[config.mk]
export PLATFORM = sky130hd
export DESIGN_NAME = info_frame_stuffing_framer_flat
export DESIGN_NICKNAME = d
export VERILOG_FILES = /design/src/sv/ifsf_pkg.sv /design/src/sv/ifsf_if.sv /design/src/sv/ifsf_cfg.sv /design/src/sv/ifsf_front.sv /design/src/sv/ifsf_queue.sv /design/src/sv/ifsf_back.sv /design/src/sv/info_frame_stuffing_framer.sv /design/src/flat_wrapper.sv
export SDC_FILE = /design/constraint.sdc
export NUM_CORES = 1
export LEC_CHECK = 0
export BUFFER_PORTS_ARGS = -buffer_cell sky130_fd_sc_hd__buf_2
export CORE_MARGIN = 2
export CORE_UTILIZATION = 60
export CTS_BUF_LIST = sky130_fd_sc_hd__clkbuf_8
export DETAILED_ROUTE_END_ITERATION = 12
export HOLD_SLACK_MARGIN = 0.02
export PLACE_DENSITY = 0.87
export SYNTH_ARGS = -nofsm -noshare
export SYNTH_HDL_FRONTEND = slang
export SYNTH_SLANG_ARGS = --single-unit
export TNS_END_PERCENT = 1
[constraint.sdc]
create_clock -name clk_i -period 4.1 [get_ports clk_i]
set_input_delay 0.615 -clock clk_i [delete_from_list [all_inputs] [get_ports clk_i]]
set_output_delay 0.615 -clock clk_i [all_outputs]
set_load 0.005 [all_outputs]
[src/sv/ifsf_pkg.sv]
// ----------------------------------------------------------------------------
// ifsf_pkg
// Types and constants shared by the info frame stuffing framer.
// ----------------------------------------------------------------------------
package ifsf_pkg;

  localparam int unsigned ByteW  = 8;
  localparam int unsigned CfgIdxW = 3;

  typedef logic [ByteW-1:0] byte_t;

  // Register indexes of the configuration port
  typedef enum logic [CfgIdxW-1:0] {
    CFG_FLAG       = 3'd0,
    CFG_ESCAPE     = 3'd1,
    CFG_ADDRESS    = 3'd2,
    CFG_CTRL_ZERO  = 3'd3,
    CFG_CTRL_ONE   = 3'd4,
    CFG_ESC_FLAG   = 3'd5,
    CFG_ESC_ESCAPE = 3'd6
  } cfg_idx_e;

  localparam byte_t FlagRst      = 8'd126;
  localparam byte_t EscapeRst    = 8'd125;
  localparam byte_t AddressRst   = 8'd3;
  localparam byte_t CtrlZeroRst  = 8'd0;
  localparam byte_t CtrlOneRst   = 8'd64;
  localparam byte_t EscFlagRst   = 8'd94;
  localparam byte_t EscEscapeRst = 8'd93;

  typedef struct packed {
    byte_t flag;
    byte_t escape;
    byte_t address;
    byte_t ctrl_zero;
    byte_t ctrl_one;
    byte_t esc_flag;
    byte_t esc_escape;
  } cfg_t;

  // One classified input item, as handed from front to back
  typedef struct packed {
    logic  hdr;
    logic  seq;
    byte_t data;
    logic  last;
    byte_t bcc2;
  } job_t;

  // Emission steps of the back sequencer
  typedef enum logic [3:0] {
    PH_START,
    PH_FLAG_OPEN,
    PH_ADDR,
    PH_CTRL,
    PH_BCC1,
    PH_DATA,
    PH_DATA_CODE,
    PH_BCC2,
    PH_BCC2_CODE,
    PH_FLAG_CLOSE
  } phase_e;

endpackage

[src/sv/ifsf_if.sv]
// ----------------------------------------------------------------------------
// ifsf_if
// Channel interfaces of the framer: input items, line bytes, register writes.
// ----------------------------------------------------------------------------
interface ifsf_in_if import ifsf_pkg::*; ();
  logic  valid;
  logic  ready;
  byte_t data_byte;
  logic  first_byte;
  logic  last_byte;
  logic  seq_bit;

  modport source (output valid, data_byte, first_byte, last_byte, seq_bit, input ready);
  modport sink   (input valid, data_byte, first_byte, last_byte, seq_bit, output ready);
endinterface

interface ifsf_out_if import ifsf_pkg::*; ();
  logic  valid;
  logic  ready;
  byte_t out_byte;
  logic  run_last;
  logic  frame_end;

  modport source (output valid, out_byte, run_last, frame_end, input ready);
  modport sink   (input valid, out_byte, run_last, frame_end, output ready);
endinterface

interface ifsf_cfg_if import ifsf_pkg::*; ();
  logic                 valid;
  logic                 ready;
  logic [CfgIdxW-1:0]   index;
  byte_t                data;

  modport source (output valid, index, data, input ready);
  modport sink   (input valid, index, data, output ready);
endinterface

[src/sv/ifsf_cfg.sv]
// ----------------------------------------------------------------------------
// ifsf_cfg
// Configuration register file; writes to unknown indexes are dropped.
// ----------------------------------------------------------------------------
module ifsf_cfg import ifsf_pkg::*; (
  input  logic       clk_i,
  input  logic       rst_ni,
  ifsf_cfg_if.sink   cfg_i,
  output cfg_t       cfg_o
);

  cfg_t cfg_q, cfg_d;

  assign cfg_i.ready = 1'b1;
  assign cfg_o       = cfg_q;

  always_comb begin
    cfg_d = cfg_q;
    if (cfg_i.valid) begin
      case (cfg_i.index)
        CFG_FLAG:       cfg_d.flag       = cfg_i.data;
        CFG_ESCAPE:     cfg_d.escape     = cfg_i.data;
        CFG_ADDRESS:    cfg_d.address    = cfg_i.data;
        CFG_CTRL_ZERO:  cfg_d.ctrl_zero  = cfg_i.data;
        CFG_CTRL_ONE:   cfg_d.ctrl_one   = cfg_i.data;
        CFG_ESC_FLAG:   cfg_d.esc_flag   = cfg_i.data;
        CFG_ESC_ESCAPE: cfg_d.esc_escape = cfg_i.data;
        default: ;
      endcase
    end
  end

  always_ff @(posedge clk_i or negedge rst_ni) begin
    if (!rst_ni) begin
      cfg_q.flag       <= FlagRst;
      cfg_q.escape     <= EscapeRst;
      cfg_q.address    <= AddressRst;
      cfg_q.ctrl_zero  <= CtrlZeroRst;
      cfg_q.ctrl_one   <= CtrlOneRst;
      cfg_q.esc_flag   <= EscFlagRst;
      cfg_q.esc_escape <= EscEscapeRst;
    end else begin
      cfg_q <= cfg_d;
    end
  end

endmodule

[src/sv/ifsf_front.sv]
// ----------------------------------------------------------------------------
// ifsf_front
// Accepts payload bytes, tracks frame state and the running block check.
// ----------------------------------------------------------------------------
module ifsf_front import ifsf_pkg::*; (
  input  logic     clk_i,
  input  logic     rst_ni,
  ifsf_in_if.sink  in_i,
  output logic     push_valid_o,
  input  logic     push_ready_i,
  output job_t     push_job_o
);

  logic  in_frame_q, in_frame_d;
  byte_t bcc_q, bcc_d;
  logic  open_frame;
  byte_t bcc_sum;
  logic  take;

  assign in_i.ready   = push_ready_i;
  assign push_valid_o = in_i.valid;
  assign take         = in_i.valid && push_ready_i;

  // A byte outside an open frame opens one, as does an explicit first byte
  assign open_frame = in_i.first_byte || !in_frame_q;
  assign bcc_sum    = (open_frame ? '0 : bcc_q) ^ in_i.data_byte;

  always_comb begin
    push_job_o.hdr  = open_frame;
    push_job_o.seq  = in_i.seq_bit;
    push_job_o.data = in_i.data_byte;
    push_job_o.last = in_i.last_byte;
    push_job_o.bcc2 = bcc_sum;
  end

  always_comb begin
    in_frame_d = in_frame_q;
    bcc_d      = bcc_q;
    if (take) begin
      in_frame_d = !in_i.last_byte;
      bcc_d      = in_i.last_byte ? '0 : bcc_sum;
    end
  end

  always_ff @(posedge clk_i or negedge rst_ni) begin
    if (!rst_ni) begin
      in_frame_q <= 1'b0;
      bcc_q      <= '0;
    end else begin
      in_frame_q <= in_frame_d;
      bcc_q      <= bcc_d;
    end
  end

endmodule

[src/sv/ifsf_queue.sv]
// ----------------------------------------------------------------------------
// ifsf_queue
// Short job queue between the front and the back sequencer.
// ----------------------------------------------------------------------------
module ifsf_queue import ifsf_pkg::*; #(
  parameter int unsigned Depth = 4
) (
  input  logic clk_i,
  input  logic rst_ni,
  input  logic push_valid_i,
  output logic push_ready_o,
  input  job_t push_job_i,
  output logic pop_valid_o,
  input  logic pop_ready_i,
  output job_t pop_job_o
);

  localparam int unsigned AddrW  = $clog2(Depth);
  localparam int unsigned CountW = $clog2(Depth + 1);

  job_t              entry_q [Depth];
  logic [AddrW-1:0]  wr_q, wr_d, rd_q, rd_d;
  logic [CountW-1:0] count_q, count_d;
  logic              push, pop;

  assign push_ready_o = (count_q != CountW'(Depth));
  assign pop_valid_o  = (count_q != '0);
  assign pop_job_o    = entry_q[rd_q];
  assign push         = push_valid_i && push_ready_o;
  assign pop          = pop_valid_o && pop_ready_i;

  always_comb begin
    wr_d    = wr_q;
    rd_d    = rd_q;
    count_d = count_q;
    if (push) begin
      wr_d = (wr_q == AddrW'(Depth - 1)) ? '0 : wr_q + 1'b1;
    end
    if (pop) begin
      rd_d = (rd_q == AddrW'(Depth - 1)) ? '0 : rd_q + 1'b1;
    end
    if (push && !pop) begin
      count_d = count_q + 1'b1;
    end else if (pop && !push) begin
      count_d = count_q - 1'b1;
    end
  end

  always_ff @(posedge clk_i) begin
    if (push) begin
      entry_q[wr_q] <= push_job_i;
    end
  end

  always_ff @(posedge clk_i or negedge rst_ni) begin
    if (!rst_ni) begin
      wr_q    <= '0;
      rd_q    <= '0;
      count_q <= '0;
    end else begin
      wr_q    <= wr_d;
      rd_q    <= rd_d;
      count_q <= count_d;
    end
  end

endmodule

[src/sv/ifsf_back.sv]
// ----------------------------------------------------------------------------
// ifsf_back
// Turns queued jobs into stuffed line bytes, one per cycle when not stalled.
// ----------------------------------------------------------------------------
module ifsf_back import ifsf_pkg::*; (
  input  logic        clk_i,
  input  logic        rst_ni,
  input  cfg_t        cfg_i,
  input  logic        job_valid_i,
  output logic        job_ready_o,
  input  job_t        job_i,
  ifsf_out_if.source  out_o
);

  phase_e phase_q, phase_d, phase_cur, phase_nxt;
  logic   out_valid_q, out_valid_d;
  byte_t  byte_q, byte_d;
  logic   run_last_q, run_last_d;
  logic   frame_end_q, frame_end_d;
  logic   adv;
  logic   final_byte;
  byte_t  ctrl;
  logic   data_flag, data_esc, bcc_flag, bcc_esc;

  assign adv         = job_valid_i && (!out_valid_q || out_o.ready);
  assign job_ready_o = adv && final_byte;

  assign out_o.valid     = out_valid_q;
  assign out_o.out_byte  = byte_q;
  assign out_o.run_last  = run_last_q;
  assign out_o.frame_end = frame_end_q;

  assign ctrl      = job_i.seq ? cfg_i.ctrl_one : cfg_i.ctrl_zero;
  assign data_flag = (job_i.data == cfg_i.flag);
  assign data_esc  = (job_i.data == cfg_i.escape);
  assign bcc_flag  = (job_i.bcc2 == cfg_i.flag);
  assign bcc_esc   = (job_i.bcc2 == cfg_i.escape);

  // A fresh job opens with the header or goes straight to its payload byte
  always_comb begin
    phase_cur = phase_q;
    if (phase_q == PH_START) begin
      phase_cur = job_i.hdr ? PH_FLAG_OPEN : PH_DATA;
    end
  end

  // Next step
  always_comb begin
    case (phase_cur)
      PH_FLAG_OPEN: phase_nxt = PH_ADDR;
      PH_ADDR:      phase_nxt = PH_CTRL;
      PH_CTRL:      phase_nxt = PH_BCC1;
      PH_BCC1:      phase_nxt = PH_DATA;
      PH_DATA: begin
        if (data_flag || data_esc) begin
          phase_nxt = PH_DATA_CODE;
        end else begin
          phase_nxt = job_i.last ? PH_BCC2 : PH_START;
        end
      end
      PH_DATA_CODE: phase_nxt = job_i.last ? PH_BCC2 : PH_START;
      PH_BCC2:      phase_nxt = (bcc_flag || bcc_esc) ? PH_BCC2_CODE : PH_FLAG_CLOSE;
      PH_BCC2_CODE: phase_nxt = PH_FLAG_CLOSE;
      PH_FLAG_CLOSE: phase_nxt = PH_START;
      default:      phase_nxt = PH_START;
    endcase
    phase_d = adv ? phase_nxt : phase_q;
  end

  // Byte of the current step; flag match wins over escape match
  always_comb begin
    byte_d      = byte_q;
    final_byte  = 1'b0;
    frame_end_d = 1'b0;
    case (phase_cur)
      PH_FLAG_OPEN: byte_d = cfg_i.flag;
      PH_ADDR:      byte_d = cfg_i.address;
      PH_CTRL:      byte_d = ctrl;
      PH_BCC1:      byte_d = cfg_i.address ^ ctrl;
      PH_DATA: begin
        if (data_flag || data_esc) begin
          byte_d = cfg_i.escape;
        end else begin
          byte_d     = job_i.data;
          final_byte = !job_i.last;
        end
      end
      PH_DATA_CODE: begin
        byte_d     = data_flag ? cfg_i.esc_flag : cfg_i.esc_escape;
        final_byte = !job_i.last;
      end
      PH_BCC2:      byte_d = (bcc_flag || bcc_esc) ? cfg_i.escape : job_i.bcc2;
      PH_BCC2_CODE: byte_d = bcc_flag ? cfg_i.esc_flag : cfg_i.esc_escape;
      PH_FLAG_CLOSE: begin
        byte_d      = cfg_i.flag;
        final_byte  = 1'b1;
        frame_end_d = 1'b1;
      end
      default: ;
    endcase
    run_last_d = final_byte;
  end

  always_comb begin
    out_valid_d = out_valid_q;
    if (adv) begin
      out_valid_d = 1'b1;
    end else if (out_o.ready) begin
      out_valid_d = 1'b0;
    end
  end

  always_ff @(posedge clk_i or negedge rst_ni) begin
    if (!rst_ni) begin
      phase_q     <= PH_START;
      out_valid_q <= 1'b0;
    end else begin
      phase_q     <= phase_d;
      out_valid_q <= out_valid_d;
    end
  end

  // Hold the payload until the transaction completes
  always_ff @(posedge clk_i) begin
    if (adv) begin
      byte_q      <= byte_d;
      run_last_q  <= run_last_d;
      frame_end_q <= frame_end_d;
    end
  end

endmodule

[src/sv/info_frame_stuffing_framer.sv]
// ----------------------------------------------------------------------------
// info_frame_stuffing_framer
// Byte-stuffing information frame builder with XOR block checks.
// ----------------------------------------------------------------------------
// The line side carries one byte per cycle while ready, driven by the back
// sequencer; that port sets the rate: a plain payload byte is 1 line byte, a
// stuffed one 2, a frame header adds 4 and a trailer 2 or 3, so an item is
// 1 to 9 line bytes. The front accepts a new item every cycle while the job
// queue (QueueDepth entries) has room; input and output stall independently.
// Configuration registers are read live and should be written only when idle.
module info_frame_stuffing_framer import ifsf_pkg::*; #(
  parameter int unsigned QueueDepth = 4
) (
  input  logic        clk_i,
  input  logic        rst_ni,
  ifsf_in_if.sink     in_i,
  ifsf_out_if.source  out_o,
  ifsf_cfg_if.sink    cfg_i
);

  cfg_t cfg;
  logic push_valid, push_ready;
  job_t push_job;
  logic pop_valid, pop_ready;
  job_t pop_job;

  ifsf_cfg u_cfg (
    .clk_i  (clk_i),
    .rst_ni (rst_ni),
    .cfg_i  (cfg_i),
    .cfg_o  (cfg)
  );

  ifsf_front u_front (
    .clk_i        (clk_i),
    .rst_ni       (rst_ni),
    .in_i         (in_i),
    .push_valid_o (push_valid),
    .push_ready_i (push_ready),
    .push_job_o   (push_job)
  );

  ifsf_queue #(
    .Depth (QueueDepth)
  ) u_queue (
    .clk_i        (clk_i),
    .rst_ni       (rst_ni),
    .push_valid_i (push_valid),
    .push_ready_o (push_ready),
    .push_job_i   (push_job),
    .pop_valid_o  (pop_valid),
    .pop_ready_i  (pop_ready),
    .pop_job_o    (pop_job)
  );

  ifsf_back u_back (
    .clk_i       (clk_i),
    .rst_ni      (rst_ni),
    .cfg_i       (cfg),
    .job_valid_i (pop_valid),
    .job_ready_o (pop_ready),
    .job_i       (pop_job),
    .out_o       (out_o)
  );

endmodule

[src/flat_wrapper.sv]
// flat-port wrapper written by rule: the top's interface ports become plain ports
module info_frame_stuffing_framer_flat import ifsf_pkg::*;
#(
  parameter int unsigned QueueDepth = 4
)
  (clk_i, rst_ni, in_i_valid, in_i_data_byte, in_i_first_byte, in_i_last_byte, in_i_seq_bit, in_i_ready, out_o_valid, out_o_out_byte, out_o_run_last, out_o_frame_end, out_o_ready, cfg_i_valid, cfg_i_index, cfg_i_data, cfg_i_ready);
  ifsf_in_if in_i_i ();
  ifsf_out_if out_o_i ();
  ifsf_cfg_if cfg_i_i ();
  input  logic clk_i;
  input  logic rst_ni;
  input wire logic [$bits(in_i_i.valid)-1:0] in_i_valid;
  input wire logic [$bits(in_i_i.data_byte)-1:0] in_i_data_byte;
  input wire logic [$bits(in_i_i.first_byte)-1:0] in_i_first_byte;
  input wire logic [$bits(in_i_i.last_byte)-1:0] in_i_last_byte;
  input wire logic [$bits(in_i_i.seq_bit)-1:0] in_i_seq_bit;
  output wire logic [$bits(in_i_i.ready)-1:0] in_i_ready;
  output wire logic [$bits(out_o_i.valid)-1:0] out_o_valid;
  output wire logic [$bits(out_o_i.out_byte)-1:0] out_o_out_byte;
  output wire logic [$bits(out_o_i.run_last)-1:0] out_o_run_last;
  output wire logic [$bits(out_o_i.frame_end)-1:0] out_o_frame_end;
  input wire logic [$bits(out_o_i.ready)-1:0] out_o_ready;
  input wire logic [$bits(cfg_i_i.valid)-1:0] cfg_i_valid;
  input wire logic [$bits(cfg_i_i.index)-1:0] cfg_i_index;
  input wire logic [$bits(cfg_i_i.data)-1:0] cfg_i_data;
  output wire logic [$bits(cfg_i_i.ready)-1:0] cfg_i_ready;
  assign in_i_i.valid = in_i_valid;
  assign in_i_i.data_byte = in_i_data_byte;
  assign in_i_i.first_byte = in_i_first_byte;
  assign in_i_i.last_byte = in_i_last_byte;
  assign in_i_i.seq_bit = in_i_seq_bit;
  assign in_i_ready = in_i_i.ready;
  assign out_o_valid = out_o_i.valid;
  assign out_o_out_byte = out_o_i.out_byte;
  assign out_o_run_last = out_o_i.run_last;
  assign out_o_frame_end = out_o_i.frame_end;
  assign out_o_i.ready = out_o_ready;
  assign cfg_i_i.valid = cfg_i_valid;
  assign cfg_i_i.index = cfg_i_index;
  assign cfg_i_i.data = cfg_i_data;
  assign cfg_i_ready = cfg_i_i.ready;
  info_frame_stuffing_framer #(.QueueDepth(QueueDepth)) u_core (.clk_i(clk_i), .rst_ni(rst_ni), .in_i(in_i_i), .out_o(out_o_i), .cfg_i(cfg_i_i));
endmodule
After elaboration in Yosys (flattened, before gate mapping):

Memory sizes are Yosys's and may differ from the RTL's.
Index checks and enable logic that the tools add are counted.

* word-level logic and storage cells: 102
* RAM bits: 76
* bits of input ports: 27
* flip-flop bits (word level): 87
* memories kept: 1
* output and inout port bits: 13

* multiplexer cells: 25
* reduce and logical (&&, ||, !) cells: 31
* bitwise gates (word level): 2
* add/subtract/negate cells: 4
* eq/ne operators: 22

Memory list
* u_core.u_queue.entry_q: words 4, bits a word 19, read ports 1, clocked after memory_dff 0, wr ports 1, line ifsf_queue.sv:21 `job_t entry_q [Depth];`

Operators with widths (number)
* one-hot mux 8 bit (8 select lines): 1
* 2-to-1 mux 8 bit: 7
* == test 8 bit: 4
* one-hot mux 4 bit (8 select lines): 1
* == test 4 x 3 -> 1 bit, second input constant: 4
* AND reduction 2 bit: 8
* XOR 8 bit: 2
* 2-to-1 mux 3 bit: 5
* == test 3 bit, second input constant: 3
* == test 4 x 2 -> 1 bit, second input constant: 2
* == test 4 bit, second input constant: 2
* nonzero test 8 bit: 1
* 2-to-1 mux 1 bit: 7
* == test 3 x 2 -> 1 bit, second input constant: 2
* logical AND 1 bit: 6
* zero test 1 bit: 6
* adder 2 x 1 -> 2 bit, second input constant: 2
* == test 2 bit, second input constant: 2
* == test 4 x 1 -> 1 bit, second input constant: 1
* zero test 4 bit: 1
* logical OR 1 bit: 4
* 2-to-1 mux 2 bit: 2
* 2-to-1 mux 4 bit: 1
* nonzero test 2 bit: 2
* 8 further kinds: 8

Depth between registers and ports, before layout:

Gate-level depths: netlist (run 1).
An unclocked memory read counts as a cell.

* word-level depth: 10
* gate-level depth with buffers: 14

Cells and area by module:

Synthesis (run 1) repeated with hierarchy kept, for this count alone.

* cell total of the unflattened synthesis: 577
* area total of the unflattened synthesis: 8032.7 sq um

By module, submodules not included
* ifsf_queue: cells an instance 135, seq. area each 2457.4 sq um, area each 3171.8 sq um, instances 1
* ifsf_cfg: cells an instance 128, seq. area each 1432.6 sq um, area each 2189.6 sq um, instances 1
* ifsf_back: cells an instance 217, seq. area each 425.4 sq um, area each 1896.8 sq um, instances 1
* ifsf_front: cells an instance 97, seq. area each 225.2 sq um, area each 774.5 sq um, instances 1

Least setup slack after synthesis (run 1):

OpenSTA, ideal clock, no wires.

* path kind: flip-flop to flip-flop
* start: register u_core.u_queue.rd_q[0]
* end: register u_core.u_queue.count_q[2]
* setup time: 0.079 ns
* arrival time: 3.099 ns
* slack: 0.922 ns
* clock period less this slack: 3.178 ns
* required time: 4.021 ns
* stages on the path, launching flop included: 15
* cells stage by stage: dfrtp_1 buf_6 mux4_2 xnor2_1 nand4_1 o22ai_2 buf_6 o211ai_2 o211ai_2 ha_1 inv_1 fa_1 xor2_1 nor2_1 xor2_1

* word-level cells in the longest chain between the ends: 10

RTL lines
* start, declared: line ifsf_queue.sv:22 `logic [AddrW-1:0] wr_q, wr_d, rd_q, rd_d;`
* start signal, assigned: line ifsf_queue.sv:62 `rd_q <= rd_d;`
* memory read (4 x 19 bit) *
* == test 8 bit, or another cell as far along: line ifsf_back.sv:34 `assign data_flag = (job_i.data == cfg_i.flag);`
* logical OR 1 bit or 2-to-1 mux 4 bit (tied branches): line ifsf_back.sv:81, ifsf_back.sv:42
* 2-to-1 mux 1 bit, or another cell as far along: line ifsf_back.sv:81 `if (data_flag || data_esc) begin`
* one-hot mux 1 bit (3 select lines) *: line ifsf_back.sv:75 `case (phase_cur)`
* logical AND 1 bit *: line ifsf_back.sv:26 `assign job_ready_o = adv && final_byte;`
* logical AND 1 bit *: line ifsf_queue.sv:30 `assign pop = pop_valid_o && pop_ready_i;`
* zero test 1 bit: line ifsf_queue.sv:42 `if (push && !pop) begin`
* logical AND 1 bit: line ifsf_queue.sv:42
* 2-to-1 mux 3 bit or nonzero test 2 bit (tied branches)
* end signal, assigned: line ifsf_queue.sv:63 `count_q <= count_d;`
* end, declared: line ifsf_queue.sv:23 `logic [CountW-1:0] count_q, count_d;`

Every way passes the cells marked *; elsewhere a longest branch is shown, timed or not.
A chain may end at the register's enable or synchronous reset.

Final worst setup path (run 1):

Same ends and word-level chain as after synthesis.

==> metrics.csv, run 1 <==
stage,metric,value,unit
status,status,finished clean,
place,dp.cells,747,
critical_path,worst_setup_path_end_kind,flip-flop,
drt,firstDrtPassIters,5,
critical_path,worstPathArrival,4.07,ns
place,dp_hpwl,11500,µm
synth,synthesis.area,0.00771,mm²
critical_path,crit_type,flip-flop to flip-flop,
synth,synth_top_area_share,33.5,%
synth,synthFlopType,edfxtp_1,
pwr,power.share.sequential,43.0,%
critical_path,crit_path_max_fanout,10,
place,port_buffers,38,
pwr,max-vdd-ir-drop,0.474,mV
grt,grt_pass1_vias,4922,
clock_network,cts.sinks,163,
run,maxCapViolCount,0,
clock_network,cts.repair.resized,0,
grt,grt_overflow,0,
critical_path,critPathRequiredTime,4.50,ns
timing,max_slew_margin,23.7,%
pwr,intPower,3.85,mW
floorplanning,start_util,61.3,%
min_path,min_path_type,primary input to async pin,
floorplanning,design.portCount,40,
floorplanning,die_h,117,µm
critical_path,startpoint_type,flip-flop,
timing,max_freq,272,MHz
pwr,switching_power,2.20,mW
clock_network,post_cts_buffers,0,
clock_network,cts_tree,yes,
floorplanning,die_w,117,µm
clock_network,cts_buffers,17,
cells_and_area,fin_area,0.00848,mm²
drt,wl_per_cell,21.3,µm
drt,avgViaCountPerCell,6.24,
synth,ys_top_cells_by_area,"edfxtp_1 (34%), dfrtp_1 (17%), mux2_2 (10%)",
synth,synth_seq_cells,163,
pwr,p_clk_share,20.1,%
clock_network,clk_path_buf_depth,2,
synth,async_flop_share,47.2,%
synth,yosys_warnings,0,
timing,layout_min_cycle_time,3.67,ns
drt,drt-total-wl,16600,µm
pwr,leakagePower,3.14,nW
clock_network,clk_latency,0.47,ns
cells_and_area,final_common_cell,edfxtp_1,
clock_network,htreeDepth,4,
synth,synthCells,546,
grt,grtUsageTotal,25.2,%
pwr,combPwrFrac,36.8,%
place,place_congestion,0.875,
clock_network,root_buffer,clkbuf_8,
floorplanning,design.die.area,0.0138,mm²
timing,skew,0.0179,ns
timing,worst_pin_slew,1.14,ns
drt,drt_iter0_drc,497,
drt,ant_nets,0,
synth,syn_nets,580,
timing,fin_crit_sh,89.6,%
cells_and_area,fin_nets,628,
synth,synth_edf_count,86,
grt,grt_max_degree,78,
grt,grt_pass1_wl,26400,µm
timing,final_max_slew_viol_count,0,
drt,num_vias,4860,
cells_and_area,diodes,0,
timing,finalHoldViolations,0,
cells_and_area,syn2layout_area_growth,10.0,%
pwr,p_per_area,714,mW/mm²
synth,yosysSeqAreaShare,58.9,%
timing,setup_viol,0,
synth,synth.largest_area_cell,edfxtp_1,
clock_network,cts.clk_slew.worst_paths,0.09,ns
synth,postSynthAreaPerCell,14.1,µm²
synth,ys_types,57,
floorplanning,placementRows,41,
place,placed_area,0.00806,mm²
drt,drc,0,
cells_and_area,drive_above_1_share,32.9,%
cells_and_area,fin_cells,779,
floorplanning,design.core.area,0.0126,mm²
pwr,p_sw_share,36.3,%
grt,antenna_found_initial,0,
cells_and_area,layout_common_cells,"edfxtp_1 (86), mux2_2 (70), dfrtp_1 (52)",
clock_network,ctsHoldBuffers,0,
timing,tns,0,ns
timing,grt_setup_unrepaired,no,
[power groups by stage]
stage | clock network (mW) | logic [mW] | registers, mW
floorplan | 0 | 1.76 | 2.45
global placement | 0 | 2.10 | 2.60
detailed placement | 0 | 2.20 | 2.63
CTS | 1.22 | 2.21 | 2.60
global route | 1.29 | 2.41 | 2.66
finish | 1.22 | 2.23 | 2.60
[cells in the mapped netlist, types with 2 or more instances]
master / n
edfxtp_1: 86
mux2_2: 70
dfrtp_1: 52
nand2_1: 49
nor2_1: 36
xnor2_1: 36
dfstp_2: 25
mux4_2: 15
inv_1: 12
clkbuf_1: 11
mux2i_1: 10
a221oi_1: 9
a22o_1: 8
a31oi_1: 8
nand3_1: 8
nor3_1: 8
xor2_1: 8
a21oi_1: 6
ha_1: 6
mux2_1: 6
nand4_1: 6
o21ai_0: 6
nand2b_1: 5
o2111ai_1: 5
and3_1: 4
buf_6: 4
o211ai_1: 4
a22oi_1: 3
mux4_1: 3
nand4b_1: 3
or3_1: 3
a21o_1: 2
buf_4: 2
nor3b_1: 2
o211ai_2: 2
o22ai_2: 2
[metal layers]
| metal | part of all wire, % | vias up | track usage [%] |
|---|---|---|---|
| met3 | 6.0 | 34 | 4.96 |
| met4 | 2.6 | 0 | 11.3 |
| met1 | 42 | 2476 | 33.5 |
| li1 | - | 2144 | - |
| met5 | 0 | - | 0 |
| met2 | 50 | 206 | 40.7 |
[stage by stage]
step	worst slack, ns	hold slack (ns)	util [%]	power [mW]
2_1_floorplan	0.922	0.319	-	4.21
3_3_place_gp	0.526	0.451	64.2	4.70
3_5_place_dp	0.429	0.462	64.2	4.83
4_1_cts	0.383	0.334	67.5	6.04
5_1_grt	0.135	0.344	67.5	6.36
6_report	0.427	0.305	67.5	6.05
[sequential cells by signal (all words and copies together) (netlist names)]
| signal | flops |
|---|---|
| u_core.u_back.out_o.valid | 1 |
| u_core.u_front.in_frame_q | 1 |
| u_core.u_back.out_o.out_byte | 8 |
| u_core.u_back.phase_q | 4 |
| u_core.u_queue.wr_q | 2 |
| u_core.u_back.out_o.frame_end | 1 |
| u_core.u_queue.entry_q | 76 |
| u_core.u_front.bcc_q | 8 |
| u_core.u_back.out_o.run_last | 1 |
| u_core.u_queue.rd_q | 2 |
| u_core.u_queue.count_q | 3 |
| u_core.u_cfg.cfg_o | 56 |
[critical path, cell delays in order (launching register included)]
cell,delay (ns)
dfrtp_1,0.75
buf_4,0.29
mux4_2,0.57
xnor2_1,0.17
nand4_1,0.16
o22ai_2,0.24
o211ai_2,0.10
o211ai_2,0.14
ha_1,0.24
inv_1,0.07
fa_1,0.44
xor2_1,0.17
nor2_1,0.11
xor2_1,0.14
[final cells by class]
class	count	area [µm²]
clock buffer	17	234
clock inverter	15	181
inverter	13	48.8
fill	845	4090
tap	172	215
timing repair buffer	48	268
multi-input combinational	351	2990
sequential	163	4540
[logic make-up (layout without fill, tap and decap cells)]
family,Yosys count,in the layout,synth area share [%]
flip-flops,163,163,58.9
adder cells (fa/ha/maj),7,7,1.23
XOR/XNOR,44,44,5.00
buffers and inverters,32,93,2.27
AO/OA/AOI/OAI,66,66,6.93
other,1,1,0.0487
multiplexers,104,104,17.8
AND/OR/NAND/NOR,129,129,7.78
[final timing paths]
check,start,end,slack (ns),cells after the start
max,u_core.u_queue.rd_q[0],u_core.u_queue.count_q[2],0.43,13
min reg2reg,u_core.u_front.in_frame_q,u_core.u_front.in_frame_q,0.48,1
max reg2reg,u_core.u_queue.rd_q[0],u_core.u_queue.count_q[2],0.43,13
max in group asynchronous,rst_ni,u_core.u_front.bcc_q[3],3.12,1
min,rst_ni,u_core.u_back.phase_q[2],0.31,1
min in group clk_i,in_i_seq_bit,u_core.u_queue.entry_q[0][17],0.36,1
Power figures use the tool's default switching activity.
==> run 2, diff against run 1 <==
- clock period: 4.1 -> 4.6 ns (I/O delays scaled with it)
==> metrics.csv, run 2 (synthesis gave the netlist of run 1 again) <==
stage,metric,value,unit
cells_and_area,fin_nets,626,
timing,setup_viol,0,
cells_and_area,diodes,0,
cells_and_area,drive_above_1_share,32.7,%
grt,grtUsageTotal,25.9,%
cells_and_area,fillerInstances,871,
floorplanning,design.die.area,0.0138,mm²
grt,grt_pass1_wl,27100,µm
clock_network,post_cts_buffers,0,
drt,drt-total-wl,16900,µm
critical_path,timing.rr.start,u_core.u_queue.rd_q[0],
cells_and_area,largest_reg_flops,76,
timing,final_max_slew_viol_count,0,
place,port_buffers,38,
pwr,p_per_area,632,mW/mm²
floorplanning,design.portCount,40,
place,dp_hpwl,11700,µm
cells_and_area,top_register,u_core.u_queue.entry_q,
clock_network,ctsHoldBuffers,0,
drt,ant_nets,0,
grt,grt_max_degree,78,
critical_path,worst_setup_path_end_kind,flip-flop,
cells_and_area,syn2layout_area_growth,9.48,%
clock_network,root_buffer,clkbuf_8,
timing,layout_min_cycle_time,4.06,ns
timing,grt_setup_unrepaired,no,
drt,wl_per_cell,21.8,µm
critical_path,rr_worst_depth,13,
clock_network,cts_tree,yes,
critical_path,crit_type,flip-flop to flip-flop,
drt,firstDrtPassIters,5,
floorplanning,die_h,117,µm
pwr,leakagePower,3.12,nW
timing,max_slew_margin,13.6,%
critical_path,rrSetupSlack,0.54,ns
grt,met3_usage,6.23,%
place,place_congestion,0.886,
critical_path,worstPathArrival,4.43,ns
clock_network,cts.sinks,163,
critical_path,critPathRequiredTime,4.97,ns
timing,max_freq,247,MHz
grt,use_met1,32.2,%
cells_and_area,layout_common_cells,"edfxtp_1 (86), mux2_2 (70), dfrtp_1 (52)",
grt,top_usage_layer,met2,
grt,grt_pass1_vias,5098,
floorplanning,start_util,61.3,%
grt,use_met2,43.1,%
timing,skew,0.0129,ns
floorplanning,die_w,117,µm
cells_and_area,final_common_cell,edfxtp_1,
floorplanning,placementRows,41,
grt,antenna_found_initial,0,
critical_path,crit_path_max_fanout,15,
clock_network,cts_buffers,17,
drt,drt_iter0_drc,473,
timing,fin_crit_sh,88.2,%
timing,worst_pin_slew,1.29,ns
clock_network,clk_latency,0.47,ns
grt,grt_overflow,0,
timing,finalHoldViolations,0,
floorplanning,design.core.area,0.0126,mm²
critical_path,worstReg2RegEnd,u_core.u_queue.count_q[2],
min_path,min_path_type,primary input to async pin,
timing,tns,0,ns
clock_network,cts.repair.resized,0,
drt,avgViaCountPerCell,6.27,
pwr,max-vdd-ir-drop,0.437,mV
run,maxCapViolCount,0,
clock_network,cts.clk_slew.worst_paths,0.09,ns
drt,num_vias,4869,
drt,drc,0,
pwr,power.total,5.34,mW
critical_path,startpoint_type,flip-flop,
clock_network,htreeDepth,4,
status,status,finished clean,
clock_network,clk_path_buf_depth,2,
==> run 2: worst max path at each step <==
stage	end	depth (start not counted)	slack, ns	start
CTS	u_core.u_queue.count_q[2]	13	0.53	u_core.u_queue.rd_q[0]
finish	u_core.u_queue.count_q[2]	13	0.54	u_core.u_queue.rd_q[0]
floorplan	u_core.u_queue.count_q[2]	14	1.42	u_core.u_queue.rd_q[0]
detailed placement	u_core.u_queue.count_q[2]	13	0.60	u_core.u_queue.rd_q[0]
global placement	u_core.u_queue.count_q[2]	13	0.80	u_core.u_queue.rd_q[0]
global route	u_core.u_queue.count_q[2]	13	0.25	u_core.u_queue.rd_q[0]
==> run 2: final cells by class <==
class	count	area, µm²	share of cell area, %
inverter	13	48.8	0.578
clock buffer	17	234	2.77
sequential	163	4540	53.8
clock inverter	15	155	1.84
timing repair buffer	46	253	3.00
multi-input combinational	351	2990	35.4
tap	172	215	2.55
==> run 2: metrics by stage <==
stage / cells / setup WS (ns) / instance area (µm²) / hold slack (ns) / util, %
floorplan: 546 / 1.42 / 7710 / 0.394 / -
global placement: 745 / 0.796 / 8050 / 0.451 / 64.0
detailed placement: 745 / 0.596 / 8050 / 0.457 / 64.0
CTS: 777 / 0.535 / 8440 / 0.425 / 67.1
global route: 777 / 0.249 / 8440 / 0.436 / 67.1
finish: 777 / 0.545 / 8440 / 0.378 / 67.1
==> run 2: power by group <==
group,switching (mW),internal [mW],leakage [nW]
sequential,0.334,2.00,1.69
clock,0.541,0.486,0.195
combinational,1.09,0.882,1.24
total,1.96,3.37,3.12
==> run 2: worst max-delay path, stage by stage, from the launching register on <==
cell and delay (ns):
dfrtp_1 0.95, mux4_1 0.73, xnor2_1 0.19, nand4_1 0.16, o22ai_2 0.19, buf_4 0.22
o211ai_2 0.10, o211ai_2 0.15, ha_1 0.26, inv_1 0.08, fa_1 0.43, xor2_1 0.18
nor2_1 0.12, xor2_1 0.21
==> run 2: per-layer routing <==
layer	part of all wire, %	wire length (µm)	vias up
met2	50	8480	190
met4	3.4	575	0
met1	41	6970	2487
met3	5.3	897	48
li1	-	-	2144
met5	0	0	-
